**src/design/rkt_pkg.sv**
```systemverilog
// shared types and constants for the recent key table
`default_nettype none

package rkt_pkg;

    localparam int KEY_W  = 64;
    localparam int SEC_W  = 32;
    localparam int DAY_W  = 16;
    localparam int CFG_W  = 16;
    localparam int CNT_OW = 4;

    // day = seconds / 86400 = (seconds >> 7) / 675, done as a reciprocal multiply
    localparam int          SEC_LSB   = 7;
    localparam int          NUM_W     = SEC_W - SEC_LSB;
    localparam int          RECIP_W   = 26;
    localparam int          PROD_W    = NUM_W + RECIP_W;
    localparam int          DAY_SHIFT = 35;
    localparam logic [RECIP_W-1:0] DAY_RECIP = 26'd50903317;

    localparam logic [CFG_W-1:0] EXPIRY_DAYS_RST = 16'd2;

    typedef struct packed {
        logic [KEY_W-1:0] key_id;
        logic [SEC_W-1:0] now_seconds;
    } t_item;

    typedef struct packed {
        logic              was_present;
        logic [CNT_OW-1:0] expired_count;
        logic              oldest_dropped;
        logic [CNT_OW-1:0] live_count;
    } t_result;

    typedef struct packed {
        logic [KEY_W-1:0] key;
        logic [DAY_W-1:0] day;
    } t_entry;

    localparam int ENTRY_W = $bits(t_entry);

    // controller to datapath
    typedef struct packed {
        logic load;
        logic scan;
        logic shift;
        logic front;
    } t_cmd;

    // datapath to controller
    typedef struct packed {
        logic scan_done;
        logic hit;
        logic shift_done;
    } t_status;

endpackage

`default_nettype wire

```
**src/design/rkt_ram.sv**
```systemverilog
// generic single write port ram with registered read
`default_nettype none

module rkt_ram #(
    parameter int WIDTH = 80,
    parameter int DEPTH = 8
) (
    input  wire logic                     i_clk,
    input  wire logic                     i_we,
    input  wire logic [$clog2(DEPTH)-1:0] i_waddr,
    input  wire logic [WIDTH-1:0]         i_wdata,
    input  wire logic [$clog2(DEPTH)-1:0] i_raddr,
    output logic      [WIDTH-1:0]         o_rdata
);

    logic [WIDTH-1:0] r_mem [DEPTH];
    logic [WIDTH-1:0] r_rdata;

    always_ff @(posedge i_clk) begin
        if (i_we) begin
            r_mem[i_waddr] <= i_wdata;
        end
        r_rdata <= r_mem[i_raddr];
    end

    assign o_rdata = r_rdata;

endmodule

`default_nettype wire

```
**src/design/rkt_ctrl.sv**
```systemverilog
// sequencer for expiry scan, insertion shift and front write
`default_nettype none

module rkt_ctrl (
    input  wire logic           i_clk,
    input  wire logic           i_rst_n,
    input  wire logic           i_start,
    output logic                o_busy,
    output rkt_pkg::t_cmd       o_cmd,
    input  wire rkt_pkg::t_status i_status,
    output logic                o_result_valid
);

    typedef enum logic [1:0] {
        ST_IDLE,
        ST_SCAN,
        ST_SHIFT,
        ST_FRONT
    } t_state_e;

    t_state_e r_state;
    logic     r_result_valid;

    always_ff @(posedge i_clk) begin
        if (!i_rst_n) begin
            r_state        <= ST_IDLE;
            r_result_valid <= 1'b0;
        end else begin
            r_result_valid <= 1'b0;
            case (r_state)
                ST_IDLE: begin
                    if (i_start) begin
                        r_state <= ST_SCAN;
                    end
                end
                ST_SCAN: begin
                    if (i_status.scan_done) begin
                        if (i_status.hit) begin
                            r_state        <= ST_IDLE;
                            r_result_valid <= 1'b1;
                        end else begin
                            r_state <= ST_SHIFT;
                        end
                    end
                end
                ST_SHIFT: begin
                    if (i_status.shift_done) begin
                        r_state <= ST_FRONT;
                    end
                end
                ST_FRONT: begin
                    r_state        <= ST_IDLE;
                    r_result_valid <= 1'b1;
                end
                default: begin
                    r_state <= ST_IDLE;
                end
            endcase
        end
    end

    always_comb begin
        o_cmd       = '0;
        o_cmd.load  = (r_state == ST_IDLE) && i_start;
        o_cmd.scan  = (r_state == ST_SCAN);
        o_cmd.shift = (r_state == ST_SHIFT);
        o_cmd.front = (r_state == ST_FRONT);
    end

    assign o_busy         = (r_state != ST_IDLE);
    assign o_result_valid = r_result_valid;

endmodule

`default_nettype wire

```
**src/design/rkt_dpath.sv**
```systemverilog
// entry memory, day computation, scan and shift pointers, result registers
`default_nettype none

module rkt_dpath #(
    parameter int TABLE_DEPTH = 8
) (
    input  wire logic                       i_clk,
    input  wire logic                       i_rst_n,
    input  wire rkt_pkg::t_cmd              i_cmd,
    output rkt_pkg::t_status                o_status,
    input  wire rkt_pkg::t_item             i_item,
    input  wire logic                       i_cfg_we,
    input  wire logic [rkt_pkg::CFG_W-1:0]  i_cfg_wdata,
    output rkt_pkg::t_result                o_result
);

    localparam int IW = $clog2(TABLE_DEPTH);
    localparam int CW = $clog2(TABLE_DEPTH + 1);
    localparam logic [CW-1:0] FULL = CW'(TABLE_DEPTH);
    localparam logic [CW-1:0] LAST = CW'(TABLE_DEPTH - 1);
    localparam int ENTRY_W_L = rkt_pkg::ENTRY_W;

    logic [rkt_pkg::CFG_W-1:0]   r_exp_days;
    logic [rkt_pkg::KEY_W-1:0]   r_key;
    logic [rkt_pkg::DAY_W-1:0]   r_today;
    logic [CW-1:0]               r_cnt;
    logic [CW-1:0]               r_rd_ptr;
    logic [CW-1:0]               r_w;
    logic [CW-1:0]               r_exp;
    logic                        r_pend;
    logic                        r_hit;
    logic                        r_drop;
    logic [CW-1:0]               r_sh;
    logic                        r_sh_pend;
    logic [IW-1:0]               r_sh_wa;

    logic [rkt_pkg::PROD_W-1:0]  prod;
    logic [ENTRY_W_L-1:0]        ram_rdata;
    rkt_pkg::t_entry             entry;
    rkt_pkg::t_entry             wentry;
    logic                        ram_we;
    logic [IW-1:0]               ram_waddr;
    logic [IW-1:0]               ram_raddr;
    logic [CW-1:0]               sh_m1;
    logic                        keep;
    logic                        match;
    logic                        scan_done;
    logic                        shift_done;
    logic [CW-1:0]               top;

    assign prod = rkt_pkg::PROD_W'(i_item.now_seconds[rkt_pkg::SEC_W-1:rkt_pkg::SEC_LSB])
                * rkt_pkg::PROD_W'(rkt_pkg::DAY_RECIP);

    assign entry = rkt_pkg::t_entry'(ram_rdata);
    // entry expires when its day is not later than today and is at least the limit behind
    assign keep  = !((r_today >= entry.day) && ((r_today - entry.day) >= r_exp_days));
    assign match = (entry.key == r_key) && !r_hit;

    assign scan_done  = (r_rd_ptr == r_cnt) && !r_pend;
    assign shift_done = (r_sh == '0) && !r_sh_pend;
    assign top        = (r_w == FULL) ? LAST : r_w;
    assign sh_m1      = r_sh - CW'(1);

    always_comb begin
        ram_we     = 1'b0;
        ram_waddr  = '0;
        wentry     = '0;
        ram_raddr  = i_cmd.shift ? sh_m1[IW-1:0] : r_rd_ptr[IW-1:0];
        if (i_cmd.scan && r_pend && keep) begin
            ram_we     = 1'b1;
            ram_waddr  = r_w[IW-1:0];
            wentry.key = entry.key;
            wentry.day = match ? r_today : entry.day;
        end else if (i_cmd.shift && r_sh_pend) begin
            ram_we    = 1'b1;
            ram_waddr = r_sh_wa;
            wentry    = entry;
        end else if (i_cmd.front) begin
            ram_we     = 1'b1;
            ram_waddr  = '0;
            wentry.key = r_key;
            wentry.day = r_today;
        end
    end

    rkt_ram #(
        .WIDTH (ENTRY_W_L),
        .DEPTH (TABLE_DEPTH)
    ) u_ram (
        .i_clk   (i_clk),
        .i_we    (ram_we),
        .i_waddr (ram_waddr),
        .i_wdata (wentry),
        .i_raddr (ram_raddr),
        .o_rdata (ram_rdata)
    );

    always_ff @(posedge i_clk) begin
        if (!i_rst_n) begin
            r_exp_days <= rkt_pkg::EXPIRY_DAYS_RST;
            r_cnt      <= '0;
            r_rd_ptr   <= '0;
            r_w        <= '0;
            r_exp      <= '0;
            r_pend     <= 1'b0;
            r_hit      <= 1'b0;
            r_drop     <= 1'b0;
            r_sh       <= '0;
            r_sh_pend  <= 1'b0;
        end else begin
            if (i_cfg_we) begin
                r_exp_days <= i_cfg_wdata;
            end
            if (i_cmd.load) begin
                r_key    <= i_item.key_id;
                r_today  <= prod[rkt_pkg::DAY_SHIFT +: rkt_pkg::DAY_W];
                r_rd_ptr <= '0;
                r_w      <= '0;
                r_exp    <= '0;
                r_pend   <= 1'b0;
                r_hit    <= 1'b0;
                r_drop   <= 1'b0;
            end
            if (i_cmd.scan) begin
                if (!scan_done) begin
                    r_pend <= (r_rd_ptr < r_cnt);
                    if (r_rd_ptr < r_cnt) begin
                        r_rd_ptr <= r_rd_ptr + CW'(1);
                    end
                    if (r_pend) begin
                        if (keep) begin
                            r_w <= r_w + CW'(1);
                            if (match) begin
                                r_hit <= 1'b1;
                            end
                        end else begin
                            r_exp <= r_exp + CW'(1);
                        end
                    end
                end else begin
                    // survivors are packed, set up the insertion shift
                    r_cnt     <= r_w;
                    r_drop    <= !r_hit && (r_w == FULL);
                    r_sh      <= top;
                    r_sh_pend <= 1'b0;
                end
            end
            if (i_cmd.shift) begin
                if (r_sh != '0) begin
                    r_sh_pend <= 1'b1;
                    r_sh_wa   <= r_sh[IW-1:0];
                    r_sh      <= sh_m1;
                end else begin
                    r_sh_pend <= 1'b0;
                end
            end
            if (i_cmd.front) begin
                r_cnt <= (r_cnt == FULL) ? FULL : r_cnt + CW'(1);
            end
        end
    end

    always_comb begin
        o_status            = '0;
        o_status.scan_done  = scan_done;
        o_status.hit        = r_hit;
        o_status.shift_done = shift_done;
    end

    always_comb begin
        o_result                = '0;
        o_result.was_present    = r_hit;
        o_result.expired_count  = rkt_pkg::CNT_OW'(r_exp);
        o_result.oldest_dropped = r_drop;
        o_result.live_count     = rkt_pkg::CNT_OW'(r_cnt);
    end

`ifndef SYNTHESIS
    a_cnt_bound: assert property (@(posedge i_clk) disable iff (!i_rst_n)
        r_cnt <= FULL)
        else $error("live count above table depth");

    a_write_behind_read: assert property (@(posedge i_clk) disable iff (!i_rst_n)
        i_cmd.scan |-> (r_w <= r_rd_ptr))
        else $error("compaction write passed the read pointer");

    a_scan_accounting: assert property (@(posedge i_clk) disable iff (!i_rst_n)
        i_cmd.scan |-> ((CW+1)'(r_w) + (CW+1)'(r_exp) + (CW+1)'(r_pend)
                        == (CW+1)'(r_rd_ptr)))
        else $error("scan lost or duplicated an entry");
`endif

endmodule

`default_nettype wire

```
**src/design/recent_key_table_with_expiry.sv**
```systemverilog
// top level of the recent key table with day based expiry
//
// channel   direction  signals                      transfer
// item      in         start, busy, i_item          start high while busy low
// result    out        o_result_valid, o_result     one cycle strobe, always taken
// config    in         i_cfg_we, i_cfg_wdata        write enable high
//
// busy stays high while the entries held before the item are walked for expiry and, on a miss,
// while those left after expiry, at most TABLE_DEPTH-1, move back one place and the new key
// is written at the front; both walks run through the single write port memory.
// the result strobe comes in the first cycle with busy low, when a new item may already start.
// reset clears the live count, so the table starts empty with no clearing pass.
// results cannot be stalled; config writes are taken in any cycle.
`default_nettype none

module recent_key_table_with_expiry #(
    parameter int TABLE_DEPTH = 8
) (
    input  wire logic                       i_clk,
    input  wire logic                       i_rst_n,
    input  wire logic                       start,
    output logic                            busy,
    input  wire rkt_pkg::t_item             i_item,
    output logic                            o_result_valid,
    output rkt_pkg::t_result                o_result,
    input  wire logic                       i_cfg_we,
    input  wire logic [rkt_pkg::CFG_W-1:0]  i_cfg_wdata
);

    rkt_pkg::t_cmd    cmd;
    rkt_pkg::t_status status;

    rkt_ctrl u_ctrl (
        .i_clk          (i_clk),
        .i_rst_n        (i_rst_n),
        .i_start        (start),
        .o_busy         (busy),
        .o_cmd          (cmd),
        .i_status       (status),
        .o_result_valid (o_result_valid)
    );

    rkt_dpath #(
        .TABLE_DEPTH (TABLE_DEPTH)
    ) u_dpath (
        .i_clk       (i_clk),
        .i_rst_n     (i_rst_n),
        .i_cmd       (cmd),
        .o_status    (status),
        .i_item      (i_item),
        .i_cfg_we    (i_cfg_we),
        .i_cfg_wdata (i_cfg_wdata),
        .o_result    (o_result)
    );

`ifndef SYNTHESIS
    a_hit_no_drop: assert property (@(posedge i_clk) disable iff (!i_rst_n)
        o_result_valid |-> !(o_result.was_present && o_result.oldest_dropped))
        else $error("refresh reported a dropped entry");

    a_start_busy: assert property (@(posedge i_clk) disable iff (!i_rst_n)
        (start && !busy) |=> (busy && !o_result_valid))
        else $error("accepted item did not raise busy");

    a_strobe_after_busy: assert property (@(posedge i_clk) disable iff (!i_rst_n)
        o_result_valid |-> ($past(busy) && !$past(o_result_valid)))
        else $error("result strobe without a finished item");
`endif

endmodule

`default_nettype wire
```
**config.mk**
```make
export PLATFORM = sky130hd
export DESIGN_NAME = recent_key_table_with_expiry
export DESIGN_NICKNAME = d
export VERILOG_FILES = /design/src/design/rkt_pkg.sv /design/src/design/rkt_ram.sv /design/src/design/rkt_ctrl.sv /design/src/design/rkt_dpath.sv /design/src/design/recent_key_table_with_expiry.sv
export SDC_FILE = /design/constraint.sdc
export NUM_CORES = 1
export LEC_CHECK = 0
export ABC_AREA = 1
export BUFFER_PORTS_ARGS = -buffer_cell sky130_fd_sc_hd__buf_4
export CAP_MARGIN = 10
export CELL_PAD_IN_SITES_DETAIL_PLACEMENT = 1
export CELL_PAD_IN_SITES_GLOBAL_PLACEMENT = 2
export CORE_MARGIN = 3
export CORE_UTILIZATION = 38
export CTS_CLUSTER_DIAMETER = 60
export CTS_CLUSTER_SIZE = 14
export DETAILED_ROUTE_END_ITERATION = 10
export GPL_ROUTABILITY_DRIVEN = 1
export PLACE_DENSITY_LB_ADDON = 0.1
export SLEW_MARGIN = 20
export SYNTH_ARGS = -nofsm -noshare
export SYNTH_HDL_FRONTEND = slang
export SYNTH_SLANG_ARGS = --single-unit
```
**constraint.sdc**
```tcl
create_clock -name i_clk -period 8 [get_ports i_clk]
set_input_delay 0.4 -clock i_clk [delete_from_list [all_inputs] [get_ports i_clk]]
set_output_delay 0.4 -clock i_clk [all_outputs]
set_load 0.1 [all_outputs]
```
# --- After elaboration in Yosys (flattened, before gate mapping) ---
# Memories as Yosys holds them, arrays and structs flattened. A register that Yosys moved wholly into a read port is not among the register bits.
# Cells that the tools add are included.
totals:
  ff_bits: 126
  ramBits: 640
  input_bits: 116
  wordCells: 121
  mem_count: 1
op_classes:
  add_sub_neg: 6
  n_mul: 1
  magnitude_cmp: 3
  eq_ne: 10
  n_mux: 59
  reduce_logical: 26
memory_table:
  columns: ["memory", "depth", "word_bits", "rd", "rd_clocked_by_memory_dff", "write_ports", "line_no", "text"]
  rows:
  - ["u_dpath.u_ram.r_mem", 8, 80, 1, 1, 1, "rkt_ram.sv:16", "logic [WIDTH-1:0] r_mem [DEPTH];"]
op_table:
  columns: ["op", "count"]
  rows:
  - ["$mux 80", 3]
  - ["$mux 4", 23]
  - ["$eq 64x64->1", 1]
  - ["$mul 25x26->51 const B", 1]
  - ["$ge 16x16->1", 2]
  - ["$mux 1", 23]
  - ["$add 4x1->4 const B", 4]
  - ["$mux 16", 1]
  - ["$sub 16x16->16", 1]
  - ["$reduce_bool 2->1", 5]
  - ["$logic_and 1x1->1", 9]
  - ["$mux 3", 3]
  - ["$eq 4x4->1 const B", 2]
  - ["$mux 2", 4]
  - ["$pmux 2 s4", 1]
  - ["$ne 2x2->1 const B", 3]
  - ["$reduce_and 2->1", 3]
  - ["$reduce_and 3->1", 2]
  - ["$eq 2x2->1 const B", 2]
  - ["$eq 4x4->1", 1]
  - ["$logic_not 1->1", 4]
  - ["$logic_not 4->1", 1]
  - ["$lt 4x4->1", 1]
  - ["$reduce_bool 4->1", 1]
  - ["4 further kinds", 4]

# --- Depth between registers and ports, before layout ---
logic_depth:
  word_depth: 8
  mapped_depth: 26
  depth_no_buf: 26

# --- Hierarchy ---
# From an unflattened synthesis, not the netlist that was laid out.
hier_totals:
  cells_unflattened: 5396
  area_unflattened_um2: 49323.6
by_module_without_submodules:
  columns: ["module", "n_inst", "cells_each", "area_each_um2", "seq_area_each_um2"]
  rows:
  - ["rkt_ram", 1, 2863, 29512.1, 20820.0]
  - ["rkt_dpath", 1, 2507, 19648.8, 3293.2]
  - ["rkt_ctrl", 1, 26, 162.7, 60.1]

# --- Least setup slack after synthesis ---
# OpenSTA, ideal clock, no wires.
synth_timing:
  kind: "register to register"
  startpoint: "reg u_dpath.r_today[2] in the netlist's numbering"
  endpoint: "mem u_dpath.u_ram.r_mem[0][0] (enable)"
  setup_time_ns: 0.520
  arrival_ns: 6.293
  setup_slack_ns: 1.187
  path_stages_with_launch: 24
  synth_period_minus_slack_ns: 6.813
  path_cell_list: "edfxtp_1 -> ha_1 -> a21oi_1 -> nand2_1 -> a21boi_0 -> o21ai_0 -> nand3_1 -> nand2_1 -> xor2_1 -> ha_1 -> nand2_1 -> inv_1 -> o21bai_1 -> a21oi_1 -> nor2_1 -> nand2_1 -> nand2_2 -> nand2_4 -> buf_6 -> nand2_1 -> nand2_2 -> inv_2 -> nand2_1 -> nor2_1"
synth_between:
  elab_chain_len: 8
  elab_cells_between_ends: 10
synth_lines:
  columns: ["item", "line_no", "text"]
  rows:
  - ["start, declared", "rkt_dpath.sv:25", "logic [rkt_pkg::DAY_W-1:0] r_today;"]
  - ["start signal, assigned", "rkt_dpath.sv:116", "r_today <= prod[rkt_pkg::DAY_SHIFT +: rkt_pkg::DAY_W];"]
  - ["$sub 16x16->16", "rkt_dpath.sv:56", "assign keep = !((r_today >= entry.day) && ((r_today - entry.day) >= r_exp_days));"]
  - ["$ge 16x16->1", "rkt_dpath.sv:56", null]
  - ["$logic_and 1x1->1 (*)", "rkt_dpath.sv:56", null]
  - ["$logic_not 1->1 (*)", "rkt_dpath.sv:56", null]
  - ["$logic_and 1x1->1 (*)", "rkt_dpath.sv:69", "if (i_cmd.scan && r_pend && keep) begin"]
  - ["$mux 1", "rkt_dpath.sv:69", null]
  - ["$mux 1", "rkt_ram.sv:20", "if (i_we) begin"]
  - ["$mux 1 (implied by the code)", "rkt_ram.sv:21", "r_mem[i_waddr] <= i_wdata;"]
  - ["end, declared", "rkt_ram.sv:16", null]
# Every way passes the cells marked *; elsewhere a longest branch is shown, timed or not.

# --- Worst setup path after layout ---
layout_timing:
  startpoint: "reg u_dpath.r_today[2] in the netlist's numbering"
  endpoint: "mem u_dpath.u_ram.r_mem[3][56] (enable)"
# The elaborated chain is that of the path after synthesis.

==> impl_results.md <==
- Status: finished clean
- Max-slew violations: 0
- CP Class: register to register
- Reg-to-reg endpoint: u_dpath.u_ram.r_mem[3][56]
- Fmax: 0.1757 GHz
- Cts bufs inserted: 86
- Worst Hold Class: input port to register
- Power density over the cells: a little under 400 nW/µm²
- GRT Total Usage: around a fifth
- Post-synth EDFFs: 723
- Ys flop type: edfxtp_1
- Sequential cell area: 24170 µm²
- CTS max path bufs: 3
- Largest net degree at the start of global routing: 195
- Register area share after synthesis: 53.13%
- Syn_area_per_cell: 10.62 µm²
- CTS clk-pin slew, worst paths: 60 ps
- First-pass iteration count of the detailed router: 5
- Proportion of layout cells with a drive suffix above 1: between 8 and 9%
- Detail Route Antenna Nets: 0
- Asr flop ratio synth: 0%
- WL per Instance: 20.81 µm
- RSZ-0062 raised after global routing: no
- Nature of the critical path endpoint: register
- # diodes: 0
- Core area: 118400 µm²
- Total gr overflow: 0
- RR Startpoint: u_dpath.r_today[2]
- Post-synth cell types: 46
- # DRC: 0
- Top-count cell post-synth: edfxtp_1
- Setup_tns: 0 ps
- Post-synthesis net count: 4916
- Vias in the first global route: 32582
- Flop pwr share: 27.5%
- Clock Skew: roughly 33 ps
- Num rows: 126
- Total die area: 123900 µm²
- Synthesized flop and latch total: about 850
- WL final: around 130000 µm
- Clock sink total: between 800 and 900
- I/O Buffers: 120
- Final Cycle Share: 71.13%
- Starting density of the core: 38.43%
- Combinational share of power: 51.6%
- Pint: between 0.01 and 0.015 W
- Dominant cell type by area after synthesis: edfxtp_1
- Synth Instances: roughly 4300
- WHS Path Cells: 3
- RePlAce Congestion: 0.8110
- Final setup violation count: 0
- Sw Share: 44.85%
- Synth cell count leaders: 723 x edfxtp_1, 708 x nor2_1, 513 x inv_1
- Final Hold Fails: 0
- Power, Total: a little over 0.02 W
- First DRT Iteration DRCs: between 1000 and 1500
- Critical Path RT: 8320 ps
- Die X: 352.0 µm
- Actual slew at the worst max-slew pin: slightly above 1000 ps
- Hold Path Sink: u_dpath.r_exp_days[8]
- Max-cap violations: 0
- Vias per inst: 5.036
- Flop-to-flop setup slack: 2310 ps
- Clock group share of total power: around a fifth
- Slew headroom: 31.29%
- Vias: ~30000
- Die Ht: roughly 350 µm
- Final Critical Period: 5691 ps
- Sw power: 0.009126 W
- Post-layout util: between 40% and 50%
- Initial antenna violation count: 0
- Fin nets: 5063
- WP data arrival: 6010 ps
- Critical-path maximum fanout: 23
- Hold wc startpoint: i_cfg_wdata[8]
- Clock root cell: clkbuf_16
- Detailed Place HPWL: 80130 µm
- CTS resizes: 0
- Global-route wire length before repair: 195900 µm
- Worst R2R Path Depth: 20
- Area of the multi-input gates: around 19000 µm²
- Cell Area, Synth: 45500 µm²
- Main area contributors after synthesis: edfxtp_1 48%, ha_1 9.2%, fa_1 8.0%, nor2_1 5.8%, dfxtp_1 5.4%
- TritonCTS clock tree: done
- Leakage power: just over 20 nW
- Top-area cell type share of the netlist area: 47.71%
- Maximum vdd ir drop: 0.2426 mV
- Critical path startpoint category: register
- Max H-tree Level: 3
- Io pins: 128
- Latest clock arrival within the worst-skew pair: 670 ps
- Area Overhead vs Synth: 13.83%
- Syn. warnings: 0
- # fillers: 12850
==> worst max-delay path, cell delays in order, from the launching register on <==
cell and delay, ps:
edfxtp_1 480, ha_1 400, a21oi_1 160, nand2_1 100, a21boi_0 460, o21ai_0 310
a21oi_1 220, xnor2_1 110, ha_1 300, nand2_1 70, o21bai_1 150, a21oi_1 130
nor2_1 50, nand2_1 80, nand2_2 190, nand2_4 340, nand3_1 150, nand2_1 300
inv_2 170, nor2_4 720, buf_4 410
==> flip-flops by register name, summed over array words and instances (netlist names), named ones only <==
signal,flops
u_dpath.r_today,16
u_dpath.r_w,4
u_dpath.r_exp,4
u_dpath.r_exp_days,16
u_dpath.r_sh_pend,1
u_dpath.r_pend,1
u_dpath.r_key,64
u_dpath.u_ram.r_mem,640
u_dpath.r_sh_wa,3
u_dpath.r_sh,4
u_dpath.u_ram.o_rdata,80
u_dpath.r_hit,1
u_ctrl.o_result_valid,1
u_dpath.r_drop,1
u_dpath.r_cnt,4
u_ctrl.r_state,1
u_dpath.r_rd_ptr,4
==> final cells by class <==
cell class,instances,area share (%)
well taps,1600,3.865
clock buffers,109,4.479
flip-flops and latches,846,46.67
clock inverters,47,1.271
multi-input cells,2748,36.00
repair buffers,225,3.899
inverters,524,3.822
==> stage by stage <==
stage	cells	area (µm²)	hold slack (ps)	worst slack [ps]
after floorplan	4284	45500	408.2	1187
after global placement	5866	48050	415.8	1940
after detailed placement	5866	48050	420.4	1961
after CTS	6099	51800	1.008	2164
after global routing	6099	51800	40.64	1893
final	6099	51800	52.67	2309
==> power groups by stage <==
stage | combinational (W) | clock (W) | sequential (W)
6_report | 0.0105 | 0.00425 | 0.00560
2_1_floorplan | 0.00711 | 0 | 0.00567
4_1_cts | 0.0107 | 0.00438 | 0.00561
5_1_grt | 0.0121 | 0.00454 | 0.00565
3_5_place_dp | 0.0106 | 0 | 0.00570
3_3_place_gp | 0.0105 | 0 | 0.00570
==> placed cells by master, fill, tap and decap left out, types with 77 or more instances in the layout <==
master and n:
edfxtp_1 723, nor2_1 699, inv_1 513, nand2_1 438
o21ai_0 418, ha_1 334, fa_1 181, buf_4 137
dfxtp_1 123, a21oi_1 115, nand3_1 108, a31oi_1 98
o22ai_1 88, clkbuf_16 87, dlygate4sd3_1 77
==> worst max-delay path by stage <==
stage                             startpoint                         end  slack (ps)
after floorplan           u_dpath.r_today[2]   u_dpath.u_ram.r_mem[0][0]        1190
after global placement            i_item[29]         u_dpath.r_today[13]        1940
after detailed placement          i_item[12]         u_dpath.r_today[13]        1960
after CTS                 u_dpath.r_today[2]  u_dpath.u_ram.r_mem[3][56]        2160
after global routing      u_dpath.r_today[2]  u_dpath.u_ram.r_mem[3][68]        1890
final                     u_dpath.r_today[2]  u_dpath.u_ram.r_mem[3][56]        2310
==> kinds of logic after synthesis <==
logic type	share of synthesized area, %
AOI/OAI and AO/OA	10.44
xor gates and xnor gates	1.213
and+or+nand+nor	11.88
buffers and inverters	6.168
adders and majority gates	17.17
DFF	53.13
==> layer usage <==
| metal | wire, µm | GRT usage, % | vias to the layer above |
|---|---|---|---|
| li1 | - | - | 14857 |
| met1 | 60080 | 28.28 | 15388 |
| met2 | 60700 | 34.45 | 348 |
| met3 | 3627 | 2.284 | 122 |
| met4 | 2528 | 4.524 | 0 |
| met5 | 0 | 0 | - |
==> timing repair <==
action                                 4_1_cts  5_1_grt
endpoints found under the hold margin       76        0
buffers inserted                             0        0
hold buffers                                77        0
(Power assumes the default switching activity.)
